$ cat src/hw/rtl/mkpd_pkg.sv
// Shared types and constants for the matrix keypad press detector.
package mkpd_pkg;

    localparam int MAX_COLS     = 8;
    localparam int MAX_ROWS     = 8;
    localparam int KEYMAP_DEPTH = 64;

    localparam int COL_W  = $clog2(MAX_COLS);
    localparam int ROW_W  = $clog2(MAX_ROWS);
    localparam int KM_AW  = $clog2(KEYMAP_DEPTH);
    localparam int CODE_W = 16;
    localparam int CNT_W  = 4;

    // opcodes of an input transaction
    localparam logic OP_MAP_WRITE = 1'b0;
    localparam logic OP_SAMPLE    = 1'b1;

    // register indexes
    localparam logic REG_NUM_ROWS = 1'b0;
    localparam logic REG_NUM_COLS = 1'b1;

    localparam logic [MAX_ROWS-1:0] ROW_MASK_ALL = 8'hff;

    typedef struct packed {
        logic [CODE_W-1:0]   map_code;
        logic [KM_AW-1:0]    map_index;
        logic [MAX_ROWS-1:0] row_raw;
        logic [COL_W-1:0]    column;
        logic                opcode;
    } t_in_item;

    typedef struct packed {
        logic [CODE_W-1:0]   map_code;
        logic [KM_AW-1:0]    map_index;
        logic [MAX_ROWS-1:0] press;
        logic [COL_W-1:0]    column;
        logic                opcode;
    } t_scan_item;

    // saturate a count register to a maximum
    function automatic logic [CNT_W-1:0] sat_cnt(input logic [CNT_W-1:0] v,
                                                 input logic [CNT_W-1:0] lim);
        sat_cnt = (v > lim) ? lim : v;
    endfunction

    // row shift: ceil(log2(columns in use))
    function automatic logic [1:0] cols_to_shift(input logic [CNT_W-1:0] cols);
        logic [1:0] s;
        if (cols <= 4'd1) begin
            s = 2'd0;
        end else if (cols <= 4'd2) begin
            s = 2'd1;
        end else if (cols <= 4'd4) begin
            s = 2'd2;
        end else begin
            s = 2'd3;
        end
        cols_to_shift = s;
    endfunction

endpackage

$ cat src/hw/rtl/mkpd_col_stage.sv
// Column state memory with read-modify-write; turns a row sample into a new-press mask.
module mkpd_col_stage import mkpd_pkg::*; (
    input  logic             i_clk,
    input  logic             i_rst_n,
    input  logic             i_valid,
    output logic             o_ready,
    input  t_in_item         i_item,
    input  logic [CNT_W-1:0] i_num_rows,
    input  logic [CNT_W-1:0] i_num_cols,
    output logic             o_valid,
    output t_scan_item       o_item,
    input  logic             i_take
);

    // column state memory and its valid bits (cleared by reset)
    logic [MAX_ROWS-1:0] r_cs_mem [MAX_COLS];
    logic [MAX_COLS-1:0] r_cs_vld;

    logic                r_s1_vld;
    t_in_item            r_s1_item;
    logic [MAX_ROWS-1:0] r_cs_old;

    logic                accept;
    logic [CNT_W-1:0]    eff_rows;
    logic [CNT_W-1:0]    eff_cols;
    logic                col_ok;
    logic [MAX_ROWS-1:0] row_mask;
    logic [MAX_ROWS-1:0] now_rows;
    logic                wr_en;

    assign o_ready = !r_s1_vld || i_take;
    assign accept  = i_valid && o_ready;

    // masks from the configured counts
    assign eff_rows = sat_cnt(i_num_rows, CNT_W'(MAX_ROWS));
    assign eff_cols = sat_cnt(i_num_cols, CNT_W'(MAX_COLS));
    assign col_ok   = {1'b0, r_s1_item.column} < eff_cols;
    assign row_mask = (eff_rows >= CNT_W'(MAX_ROWS)) ? ROW_MASK_ALL :
                      MAX_ROWS'((9'd1 << eff_rows) - 9'd1);
    assign now_rows = ~r_s1_item.row_raw & row_mask;

    // write back the new state when the sample moves on
    assign wr_en = r_s1_vld && i_take && (r_s1_item.opcode == OP_SAMPLE) && col_ok;

    always_comb begin
        o_valid          = r_s1_vld;
        o_item.opcode    = r_s1_item.opcode;
        o_item.column    = r_s1_item.column;
        o_item.map_index = r_s1_item.map_index;
        o_item.map_code  = r_s1_item.map_code;
        o_item.press     = ((r_s1_item.opcode == OP_SAMPLE) && col_ok) ?
                           (now_rows & ~r_cs_old) : '0;
    end

    // stage control
    always_ff @(posedge i_clk) begin
        if (!i_rst_n) begin
            r_s1_vld <= 1'b0;
            r_cs_vld <= '0;
        end else begin
            if (accept) begin
                r_s1_vld <= 1'b1;
            end else if (i_take) begin
                r_s1_vld <= 1'b0;
            end
            if (wr_en) begin
                r_cs_vld[r_s1_item.column] <= 1'b1;
            end
        end
    end

    // memory write and registered read, forwarding a same-column write-back
    always_ff @(posedge i_clk) begin
        if (wr_en) begin
            r_cs_mem[r_s1_item.column] <= now_rows;
        end
        if (accept) begin
            r_s1_item <= i_item;
            if (wr_en && (r_s1_item.column == i_item.column)) begin
                r_cs_old <= now_rows;
            end else if (r_cs_vld[i_item.column]) begin
                r_cs_old <= r_cs_mem[i_item.column];
            end else begin
                r_cs_old <= '0;
            end
        end
    end

endmodule

$ cat src/hw/rtl/mkpd_scan.sv
// Keymap memory, per-row lookup sequencer, last-marker hold and output register.
module mkpd_scan import mkpd_pkg::*; (
    input  logic              i_clk,
    input  logic              i_rst_n,
    input  logic              i_valid,
    output logic              o_take,
    input  t_scan_item        i_item,
    input  logic [CNT_W-1:0]  i_num_cols,
    output logic              o_out_valid,
    input  logic              i_out_ready,
    output logic [CODE_W-1:0] o_out_code,
    output logic              o_out_last
);

    // keymap memory and its valid bits (cleared by reset)
    logic [CODE_W-1:0]       r_km_mem [KEYMAP_DEPTH];
    logic [KEYMAP_DEPTH-1:0] r_km_vld;

    logic                r_sc_vld;
    t_scan_item          r_sc_item;
    logic [MAX_ROWS-1:0] r_rem;

    logic              r_d_vld;
    logic              r_d_final;
    logic [CODE_W-1:0] r_rd_data;
    logic              r_rd_mvld;

    logic              r_pend_vld;
    logic              r_pend_fin;
    logic [CODE_W-1:0] r_pend_code;
    logic              n_pend_vld;
    logic              n_pend_fin;
    logic [CODE_W-1:0] n_pend_code;

    logic              r_out_vld;
    logic [CODE_W-1:0] r_out_code;
    logic              r_out_last;

    logic                adv;
    logic                step;
    logic                is_wr;
    logic [MAX_ROWS-1:0] rem_next;
    logic                sc_done;
    logic                rd_en;
    logic [ROW_W-1:0]    low_row;
    logic [1:0]          shift;
    logic [KM_AW-1:0]    rd_addr;
    logic [CODE_W-1:0]   d_code;
    logic                d_hit;
    logic                fin_eff;
    logic                push;

    // the lookup steps and the output register move only when the output register can take a value
    assign adv      = !r_out_vld || i_out_ready;
    assign step     = r_sc_vld && adv;
    assign is_wr    = r_sc_item.opcode == OP_MAP_WRITE;
    assign rem_next = r_rem & (r_rem - MAX_ROWS'(1));
    assign sc_done  = step && (is_wr || (rem_next == '0));
    assign o_take   = !r_sc_vld || sc_done;
    assign rd_en    = step && !is_wr && (r_rem != '0);

    // lowest pending row
    always_comb begin
        low_row = '0;
        for (int i = MAX_ROWS - 1; i >= 0; i--) begin
            if (r_rem[i]) begin
                low_row = ROW_W'(i);
            end
        end
    end

    assign shift   = cols_to_shift(sat_cnt(i_num_cols, CNT_W'(MAX_COLS)));
    assign rd_addr = KM_AW'(({{(KM_AW-ROW_W){1'b0}}, low_row} << shift) +
                            {{(KM_AW-COL_W){1'b0}}, r_sc_item.column});

    // lookup result and last-marker hold
    assign d_code  = r_rd_mvld ? r_rd_data : '0;
    assign d_hit   = r_d_vld && (d_code != '0);
    assign fin_eff = r_pend_fin || (r_d_vld && r_d_final && !d_hit);
    assign push    = r_pend_vld && (d_hit || fin_eff);

    always_comb begin
        n_pend_vld  = r_pend_vld;
        n_pend_fin  = fin_eff;
        n_pend_code = r_pend_code;
        if (d_hit) begin
            n_pend_vld  = 1'b1;
            n_pend_fin  = r_d_final;
            n_pend_code = d_code;
        end else if (push) begin
            n_pend_vld = 1'b0;
            n_pend_fin = 1'b0;
        end
    end

    // control registers
    always_ff @(posedge i_clk) begin
        if (!i_rst_n) begin
            r_sc_vld   <= 1'b0;
            r_d_vld    <= 1'b0;
            r_pend_vld <= 1'b0;
            r_pend_fin <= 1'b0;
            r_out_vld  <= 1'b0;
            r_km_vld   <= '0;
        end else begin
            if (o_take && i_valid) begin
                r_sc_vld <= 1'b1;
            end else if (sc_done) begin
                r_sc_vld <= 1'b0;
            end
            if (adv) begin
                r_d_vld    <= rd_en;
                r_pend_vld <= n_pend_vld;
                r_pend_fin <= n_pend_fin;
                r_out_vld  <= push;
            end
            if (step && is_wr) begin
                r_km_vld[r_sc_item.map_index] <= 1'b1;
            end
        end
    end

    // payload registers and keymap memory
    always_ff @(posedge i_clk) begin
        if (o_take && i_valid) begin
            r_sc_item <= i_item;
            r_rem     <= i_item.press;
        end else if (step && !is_wr) begin
            r_rem <= rem_next;
        end
        if (step && is_wr) begin
            r_km_mem[r_sc_item.map_index] <= r_sc_item.map_code;
        end
        if (rd_en) begin
            r_rd_data <= r_km_mem[rd_addr];
            r_rd_mvld <= r_km_vld[rd_addr];
            r_d_final <= rem_next == '0;
        end
        if (adv) begin
            r_pend_code <= n_pend_code;
            if (push) begin
                r_out_code <= r_pend_code;
                r_out_last <= fin_eff;
            end
        end
    end

    assign o_out_valid = r_out_vld;
    assign o_out_code  = r_out_code;
    assign o_out_last  = r_out_last;

endmodule

$ cat src/hw/rtl/matrix_keypad_press_detector_core.sv
// Matrix keypad press detector: top level with stream ports and register port.
//
// Each input transaction is a keymap write or one column's active-low row sample.
// A sample passes a column-state read-modify-write stage (a new item may
// follow every cycle while the sequencer takes items; a back-to-back sample of
// the same column gets the just-written state forwarded), then a lookup
// sequencer that reads the keymap once per newly pressed row, lowest row first.
// A keymap write or a sample without new presses takes one sequencer step; the
// sequencer stalls while a keycode waits at the output. Keycodes pass the keymap
// read register, a pending hold and the output register; tlast marks the last
// keycode of a sample, and a key whose keymap entry is zero yields nothing.
// Registers: 0x0 num_rows, 0x4 num_cols (4 bits each, reset 8, larger values
// act as 8). Write them only while the block is idle. Reset clears key state
// and keymap at once; no clearing pass is needed.
module matrix_keypad_press_detector_core import mkpd_pkg::*; (
    input  logic        i_clk,
    input  logic        i_rst_n,
    // input stream
    input  logic        s_tvalid,
    output logic        s_tready,
    input  logic [39:0] s_tdata,   // column[2:0], row_raw[10:3], map_index[16:11],
                                   // map_code[32:17], zero[39:33]
    input  logic [0:0]  s_tuser,   // opcode[0]: 0 keymap write, 1 row sample
    // output stream
    output logic        m_tvalid,
    input  logic        m_tready,
    output logic [15:0] m_tdata,   // keycode[15:0]
    output logic        m_tlast,
    // register port
    input  logic        psel,
    input  logic        penable,
    input  logic        pwrite,
    input  logic [2:0]  paddr,
    input  logic [31:0] pwdata,
    output logic [31:0] prdata,
    output logic        pready
);

    logic [CNT_W-1:0] r_num_rows;
    logic [CNT_W-1:0] r_num_cols;
    logic             cfg_wr;

    t_in_item   in_item;
    logic       col_valid;
    t_scan_item col_item;
    logic       scan_take;

    // register port
    assign pready = 1'b1;
    assign cfg_wr = psel && penable && pwrite && pready;

    always_ff @(posedge i_clk) begin
        if (!i_rst_n) begin
            r_num_rows <= CNT_W'(MAX_ROWS);
            r_num_cols <= CNT_W'(MAX_COLS);
        end else if (cfg_wr) begin
            unique case (paddr[2])
                REG_NUM_ROWS: r_num_rows <= pwdata[CNT_W-1:0];
                REG_NUM_COLS: r_num_cols <= pwdata[CNT_W-1:0];
                default:      r_num_rows <= r_num_rows;
            endcase
        end
    end

    always_comb begin
        unique case (paddr[2])
            REG_NUM_ROWS: prdata = 32'(r_num_rows);
            REG_NUM_COLS: prdata = 32'(r_num_cols);
            default:      prdata = '0;
        endcase
    end

    // unpack the input transaction
    always_comb begin
        in_item.opcode    = s_tuser[0];
        in_item.column    = s_tdata[2:0];
        in_item.row_raw   = s_tdata[10:3];
        in_item.map_index = s_tdata[16:11];
        in_item.map_code  = s_tdata[32:17];
    end

    mkpd_col_stage u_col (
        .i_clk      (i_clk),
        .i_rst_n    (i_rst_n),
        .i_valid    (s_tvalid),
        .o_ready    (s_tready),
        .i_item     (in_item),
        .i_num_rows (r_num_rows),
        .i_num_cols (r_num_cols),
        .o_valid    (col_valid),
        .o_item     (col_item),
        .i_take     (scan_take)
    );

    mkpd_scan u_scan (
        .i_clk       (i_clk),
        .i_rst_n     (i_rst_n),
        .i_valid     (col_valid),
        .o_take      (scan_take),
        .i_item      (col_item),
        .i_num_cols  (r_num_cols),
        .o_out_valid (m_tvalid),
        .i_out_ready (m_tready),
        .o_out_code  (m_tdata),
        .o_out_last  (m_tlast)
    );

endmodule

$ cat config.mk
export PLATFORM = sky130hd
export DESIGN_NAME = matrix_keypad_press_detector_core
export DESIGN_NICKNAME = d
export VERILOG_FILES = /design/src/hw/rtl/mkpd_pkg.sv /design/src/hw/rtl/mkpd_col_stage.sv /design/src/hw/rtl/mkpd_scan.sv /design/src/hw/rtl/matrix_keypad_press_detector_core.sv
export SDC_FILE = /design/constraint.sdc
export NUM_CORES = 1
export LEC_CHECK = 0
export BUFFER_PORTS_ARGS = -buffer_cell sky130_fd_sc_hd__buf_2
export CELL_PAD_IN_SITES_DETAIL_PLACEMENT = 1
export CELL_PAD_IN_SITES_GLOBAL_PLACEMENT = 2
export CORE_ASPECT_RATIO = 0.5
export CORE_MARGIN = 2
export CORE_UTILIZATION = 25
export DETAILED_ROUTE_END_ITERATION = 12
export PLACE_DENSITY_LB_ADDON = 0.1
export SLEW_MARGIN = 20
export SYNTH_ARGS = -nofsm -noshare
export SYNTH_HDL_FRONTEND = slang
export SYNTH_HIERARCHICAL = 1
export SYNTH_SLANG_ARGS = --single-unit
$ cat constraint.sdc
create_clock -name i_clk -period 5.4 [get_ports i_clk]
set_input_delay 0.54 -clock i_clk [delete_from_list [all_inputs] [get_ports i_clk]]
set_output_delay 0.54 -clock i_clk [all_outputs]
set_load 0.01 [all_outputs]
**Word-level counts from Yosys, hierarchy flattened**

Memory sizes are Yosys's and may differ from the RTL's. A register that Yosys moved wholly into a read port is not among the register bits.
Index checks and enable logic that the tools add are counted.

- Output and inout port bits: 52
- Bits of input ports: 83
- Register bits after elaboration: 197
- RAM bits: 1088
- Memories: 2

- Bitwise operators: 9
- Reductions and logical operators: 41
- Equal/unequal tests: 1
- $add $sub $neg: 3
- $lt $le $gt $ge: 13
- Mux-type cells: 41
- Shift operators: 2

Memories:

| memory | words | bits a word | read ports | clocked after memory_dff | write ports | RTL line | source |
|---|---|---|---|---|---|---|---|
| u_scan.r_km_mem | 64 | 16 | 1 | 1 | 1 | mkpd_scan.sv:16 | `logic [CODE_W-1:0] r_km_mem [KEYMAP_DEPTH];` |
| u_col.r_cs_mem | 8 | 8 | 1 | 0 | 1 | mkpd_col_stage.sv:16 | `logic [MAX_ROWS-1:0] r_cs_mem [MAX_COLS];` |

Operator list:

| kind | count |
|---|---|
| $or A64 B64 Y64 | 1 |
| $pmux W32 S2 | 1 |
| $mux W8 | 6 |
| $and A8 B8 Y8 | 3 |
| $mux W3 | 8 |
| $logic_and A1 B1 Y1 | 19 |
| $mux W1 | 17 |
| $mux W16 | 1 |
| $not A8 Y8 | 2 |
| $reduce_bool A16 Y1 | 1 |
| $sub A8 B1 Y8 const B | 2 |
| $lt A6 B7 Y1 const B | 2 |
| $reduce_and A2 Y1 | 5 |
| $gt A4 B4 Y1 const B | 2 |
| $logic_not A8 Y1 | 1 |
| $lt A3 B4 Y1 const B | 2 |
| $mux W4 | 2 |
| $or A8 B8 Y8 | 1 |
| $reduce_bool A2 Y1 | 4 |
| $reduce_bool A8 Y1 | 1 |
| $shl A1 B4 Y8 const A | 1 |
| $add A6 B3 Y6 | 1 |
| $bmux W1 S6 | 1 |
| $demux W1 S6 | 1 |
| other kinds (15) | 25 |

**Depth between registers and ports, before layout**

- Depth after elaboration: 12
- Depth in mapped cells: 17
- Depth with buffers taken out: 15

**By module**

Netlist, hierarchy kept.

Modules (own cells, without submodules):

| module | area each (sq um) | cells each | sequential area each (sq um) | times used |
|---|---|---|---|---|
| mkpd_scan | 45706.3 | 2133 | 34683.3 | 1 |
| mkpd_col_stage | 4870.9 | 287 | 3363.2 | 1 |
| matrix_keypad_press_detector_core | 588.1 | 67 | 160.2 | 1 |

**Worst setup path after synthesis**

Ideal clock, no wire load.

- Kind: reg-to-reg
- Start: register r_num_cols[0]
- End: register u_scan.r_rd_data[4], read port of u_scan.r_km_mem, data pin
- Period minus slack after synthesis: 3849 ps
- Cell stages (with the launch flop): 14
- Library setup time: 264 ps
- Arrival time: 3586 ps
- Setup slack: 1551 ps
- Cell sequence: dfxtp_1 -> a211oi_1 -> and3_1 -> ha_1 -> inv_1 -> fa_1 -> clkbuf_1 -> clkbuf_1 -> clkbuf_1 -> mux4_2 -> mux2i_1 -> mux2i_1 -> o22ai_1 -> a221oi_2

- Cells in the longest elaborated chain, start to end: 8

Ends and longest elaborated chain:

| what | RTL line | source |
|---|---|---|
| start, declared | matrix_keypad_press_detector_core.sv:40 | `logic [CNT_W-1:0] r_num_cols;` |
| start signal, assigned | matrix_keypad_press_detector_core.sv:55 | `r_num_cols <= CNT_W'(MAX_COLS);` |
| start signal, assigned | matrix_keypad_press_detector_core.sv:59 | `REG_NUM_COLS: r_num_cols <= pwdata[CNT_W-1:0];` |
| $gt A4 B4 Y1 | mkpd_pkg.sv:43 | `sat_cnt = (v > lim) ? lim : v;` |
| $mux W4 * | mkpd_pkg.sv:43 |  |
| $le A4 B3 Y1 | mkpd_pkg.sv:53 | `end else if (cols <= 4'd4) begin` |
| $mux W1 | mkpd_pkg.sv:53 |  |
| $mux W2 | mkpd_pkg.sv:51 | `end else if (cols <= 4'd2) begin` |
| $mux W2 * | mkpd_pkg.sv:49 | `if (cols <= 4'd1) begin` |
| $shl A3 B2 Y6 * | mkpd_scan.sv:73 | `assign rd_addr = KM_AW'(({{(KM_AW-ROW_W){1'b0}}, low_row} << shift) +` |
| $add A6 B3 Y6 * | mkpd_scan.sv:73 |  |
| end, declared | mkpd_scan.sv:25 | `logic [CODE_W-1:0] r_rd_data;` |

Every way passes the cells marked *; elsewhere a longest branch is shown, timed or not.
A chain may end at the register's enable or synchronous reset.

**Worst setup path in the final report**

- Start: register u_scan.r_rem[4]
- End: register u_scan.r_rd_data[1], read port of u_scan.r_km_mem, data pin

- Cells in the longest elaborated chain, start to end: 7

Ends and longest elaborated chain:

| what | RTL line | source |
|---|---|---|
| start, declared | mkpd_scan.sv:21 | `logic [MAX_ROWS-1:0] r_rem;` |
| start signal, assigned | mkpd_scan.sv:127 | `r_rem <= i_item.press;` |
| start signal, assigned | mkpd_scan.sv:129 | `r_rem <= rem_next;` |
| $mux W3 (5 in a row) | mkpd_scan.sv:66 | `if (r_rem[i]) begin` |
| $shl A3 B2 Y6 | mkpd_scan.sv:73 |  |
| $add A6 B3 Y6 | mkpd_scan.sv:73 |  |

Several ways; a longest one is shown, not always the timed one.

==> metrics.yaml <==
placement:
  port_buffers: 68
  place.gp.congestion: 0.719
  numPlacedInstances: 5323
  dp_hpwl_um: 91800
finish:
  fillers: 20614
  final_cells: 5610
  drive_gt1_share_pct: 31.0
  nNetsFinal: 2857
  syn_to_final_growth_pct: 18.7
  seqCellArea_um2: 38200
  multi_input_area_um2: 12200
timing:
  slew_violations: 0
  hold_violations: 0
  min_period_ns: 4.93
  tns_ns: 0
  fmax_mhz: 203
  finalSetupViolations: 0
  clock_skew_ns: 0.0460
  fin_crit_sh_pct: 91.3
  relSlewSlack_pct: 32.2
  tightestPinTransition_ns: 1.01
  grt_setup_unrepaired: "false"
grt:
  grt_max_degree: 65
  gr-total-overflow: 0
  antenna_found_initial: 12
  grt_pass1_wl_um: 211000
  grtUsageTotal_pct: 14.5
  grt_pass1_vias: 26379
floorplanning:
  ioPinCount: 135
  fp.dieW_um: 644
  rows: 117
  coreArea_um2: 203000
  die_h_um: 324
  die_area_um2: 209000
  initial_core_util_pct: 25.1
logic_synthesis:
  ys_async_sr_fraction_pct: 0
  syn_area_um2: 51200
  ys_seq_area_share_pct: 74.7
  synth_edf_count: 1215
  synth_top_area_cell: "edfxtp_1"
  synth_top_area_share_pct: 71.3
  synth.avg_cell_area_um2: 20.6
  ys_types: 79
  ys_ff_latch: 1301
  synthTopCellsByArea: "edfxtp_1 71%, mux4_2 12%, dfxtp_1 3.4%, mux2i_1 3.0%, mux2_2 1.0%"
  synth_most_common_cell: "edfxtp_1"
  yosys_warnings: 6
  synth_commonest_cells: "1215 x edfxtp_1, 272 x mux4_2, 154 x mux2i_1"
  synth_ff_type: "edfxtp_1"
  synth_cells: 2487
route:
  ant_nets: 0
  first_pass_iters: 5
  highest_layer: "met4"
  routed_wl_um: 152000
  drc: 0
  drt_iter0_drc: 1853
  drt-met1-wl_um: 73200
  viasPerCell: 4.43
  wl_met3_um: 5760
  post_drt_wl_per_cell_um: 27.0
  vias: 24879
  wl_met2_um: 70100
setup_path:
  crit_arrival_ns: 5.43
  critPathKind: "flip-flop to flip-flop"
  critical_path_required_ns: 5.90
  worstSetupStartpointType: "flip-flop"
  worstSetupEndpointType: "flip-flop"
  cp_max_fo: 15
pwr:
  p_leak_uw: 0.0195
  clkPwrFrac_pct: 43.5
  power_frac_comb_pct: 6.3
  internal_power_uw: 17100
  peakVddDrop_uv: 217
  switching_power_uw: 4950
  powerDensity_nw_per_um2: 364
  switching_share_pct: 22.4
  sequentialPowerShare_pct: 50.3
cts:
  ctsLongestPathBuffers: 4
  clkSlewWorstSetupHoldPaths_ns: 0.06
  cts_root_buf: "clkbuf_16"
  cts-resized-gates: 0
  htreeDepth: 4
  cts_tree: "built"
  numCtsBuffers: 146
  clock_sinks: 1301
  clk_latency_ns: 0.79
worst_hold_path:
  hold_path.class: "input pin to flip-flop"
run:
  cap_viol_max_count: 0
run_status:
  status: "finished clean"
[state kept, by name, summed over array words and instances, names as in the netlist, 16 cells and up]
name,count
u_scan/r_sc_item,26
u_col/o_item,26
u_scan/r_pend_code,16
u_scan/r_km_mem,1024
u_col/r_cs_mem,64
u_scan/r_km_vld,64
u_scan/o_out_code,16
u_scan/r_rd_data,16
[layer usage]
metal | vias to the layer above | global-route usage (%)
li1 | 10683 | -
met4 | 0 | 3.00
met1 | 13552 | 20.7
met3 | 190 | 2.27
met5 | - | 0
met2 | 454 | 23.3
[worst paths after layout]
path / startpoint / endpoint / slack [ns] / cells after the start
setup reg to reg: u_scan/r_rem[4]$_DFFE_PP_ / u_scan/r_rd_data[1]$_DFFE_PP_ / 0.47 / 14
hold reg to reg: u_col/o_item[31]$_DFFE_PP_ / u_scan/r_sc_item[31]$_DFFE_PP_ / 0.42 / 0
hold / removal: pwdata[0] / r_num_cols[0]$_SDFFE_PN0P_ / 0.07 / 3
setup / recovery: u_scan/r_rem[4]$_DFFE_PP_ / u_scan/r_rd_data[1]$_DFFE_PP_ / 0.47 / 14
[cells by family after synthesis]
family	count (synthesis)	share of synthesized area, %
AOI/OAI and AO/OA	205	3.15
adders and majority gates	7	0.186
other	2	0.0147
buffers and inverters	197	2.12
xor gates and xnor gates	7	0.120
and+or+nand+nor	273	2.69
DFF	1301	74.7
muxes	495	17.0
[power groups by stage]
stage               logic [uW]  clock network, uW  registers (uW)
floorplan                  749                  0           11300
global placement          1400                  0           11300
detailed placement        1410                  0           11300
CTS                       1440               9960           11100
global route              1490              10300           11100
finish                    1380               9600           11100
[worst max-delay path: stages, from the launching register on]
cell      delay, ns
edfxtp_1       0.59
nor2_1         0.28
o21ai_1        0.14
a21oi_1        0.21
and3_1         0.23
ha_4           0.14
inv_1          0.05
fa_4           0.95
buf_12         0.25
buf_4          0.21
mux4_2         0.32
mux2i_1        0.55
mux2i_1        0.23
o22ai_1        0.40
a221oi_1       0.10
[cell usage in the layout, fill, tap and decap left out, types with 6 or more instances in the layout]
cell              n
dlygate4sd3_1    33
edfxtp_1       1215
buf_2            67
and2_1           20
nand2b_1          7
a221oi_2         11
mux2_2           47
nor3_1           11
nand3_1          10
inv_1            24
clkbuf_8         11
a221oi_1          6
nor3_2            9
buf_4           156
nor2_1           51
diode_2           8
o21ai_0          14
dfxtp_1          86
clkbuf_16       149
nand2_1          46
a21oi_1          48
clkinv_1         24
mux4_2          272
conb_1           29
mux4_1           18
o22ai_1           8
mux2i_1         154
clkinv_2         18
clkbuf_1         33
o22ai_2          10
nor4_1            6
nor2b_1          11
o21a_1           70
bufinv_16         8
buf_12           22
nor2_2           63
[per-stage QoR]
step / total power [uW] / utilization, % / cell area (um2) / setup slack, ns / hold WS, ns
after CTS: 22500 / 29.8 / 60700 / 0.412 / 0.00700
after floorplan: 12100 / - / 51300 / 1.55 / 0.400
final: 22100 / 29.8 / 60700 / 0.470 / 0.0738
after global placement: 12700 / 27.5 / 55900 / 0.464 / 0.402
after detailed placement: 12700 / 27.5 / 55900 / 0.413 / 0.406
after global routing: 22900 / 29.8 / 60700 / 0.276 / 0.0486
[layout make-up]
type | instances | share of cell area, %
sequential | 1301 | 62.9
multi-input combinational | 1016 | 20.2
clock buffer | 193 | 6.59
tap | 2737 | 5.64
timing repair buffer | 278 | 3.75
clock inverter | 53 | 0.734
inverter | 24 | 0.148
antenna | 8 | 0.0330
[what timing repair did]
action	4_1_cts	5_1_grt
hold buffers	33	0
setup endpoints to repair	0	0
hold endpoints to repair	33	0
setup buffers	0	0
Power figures use the tool's default switching activity.
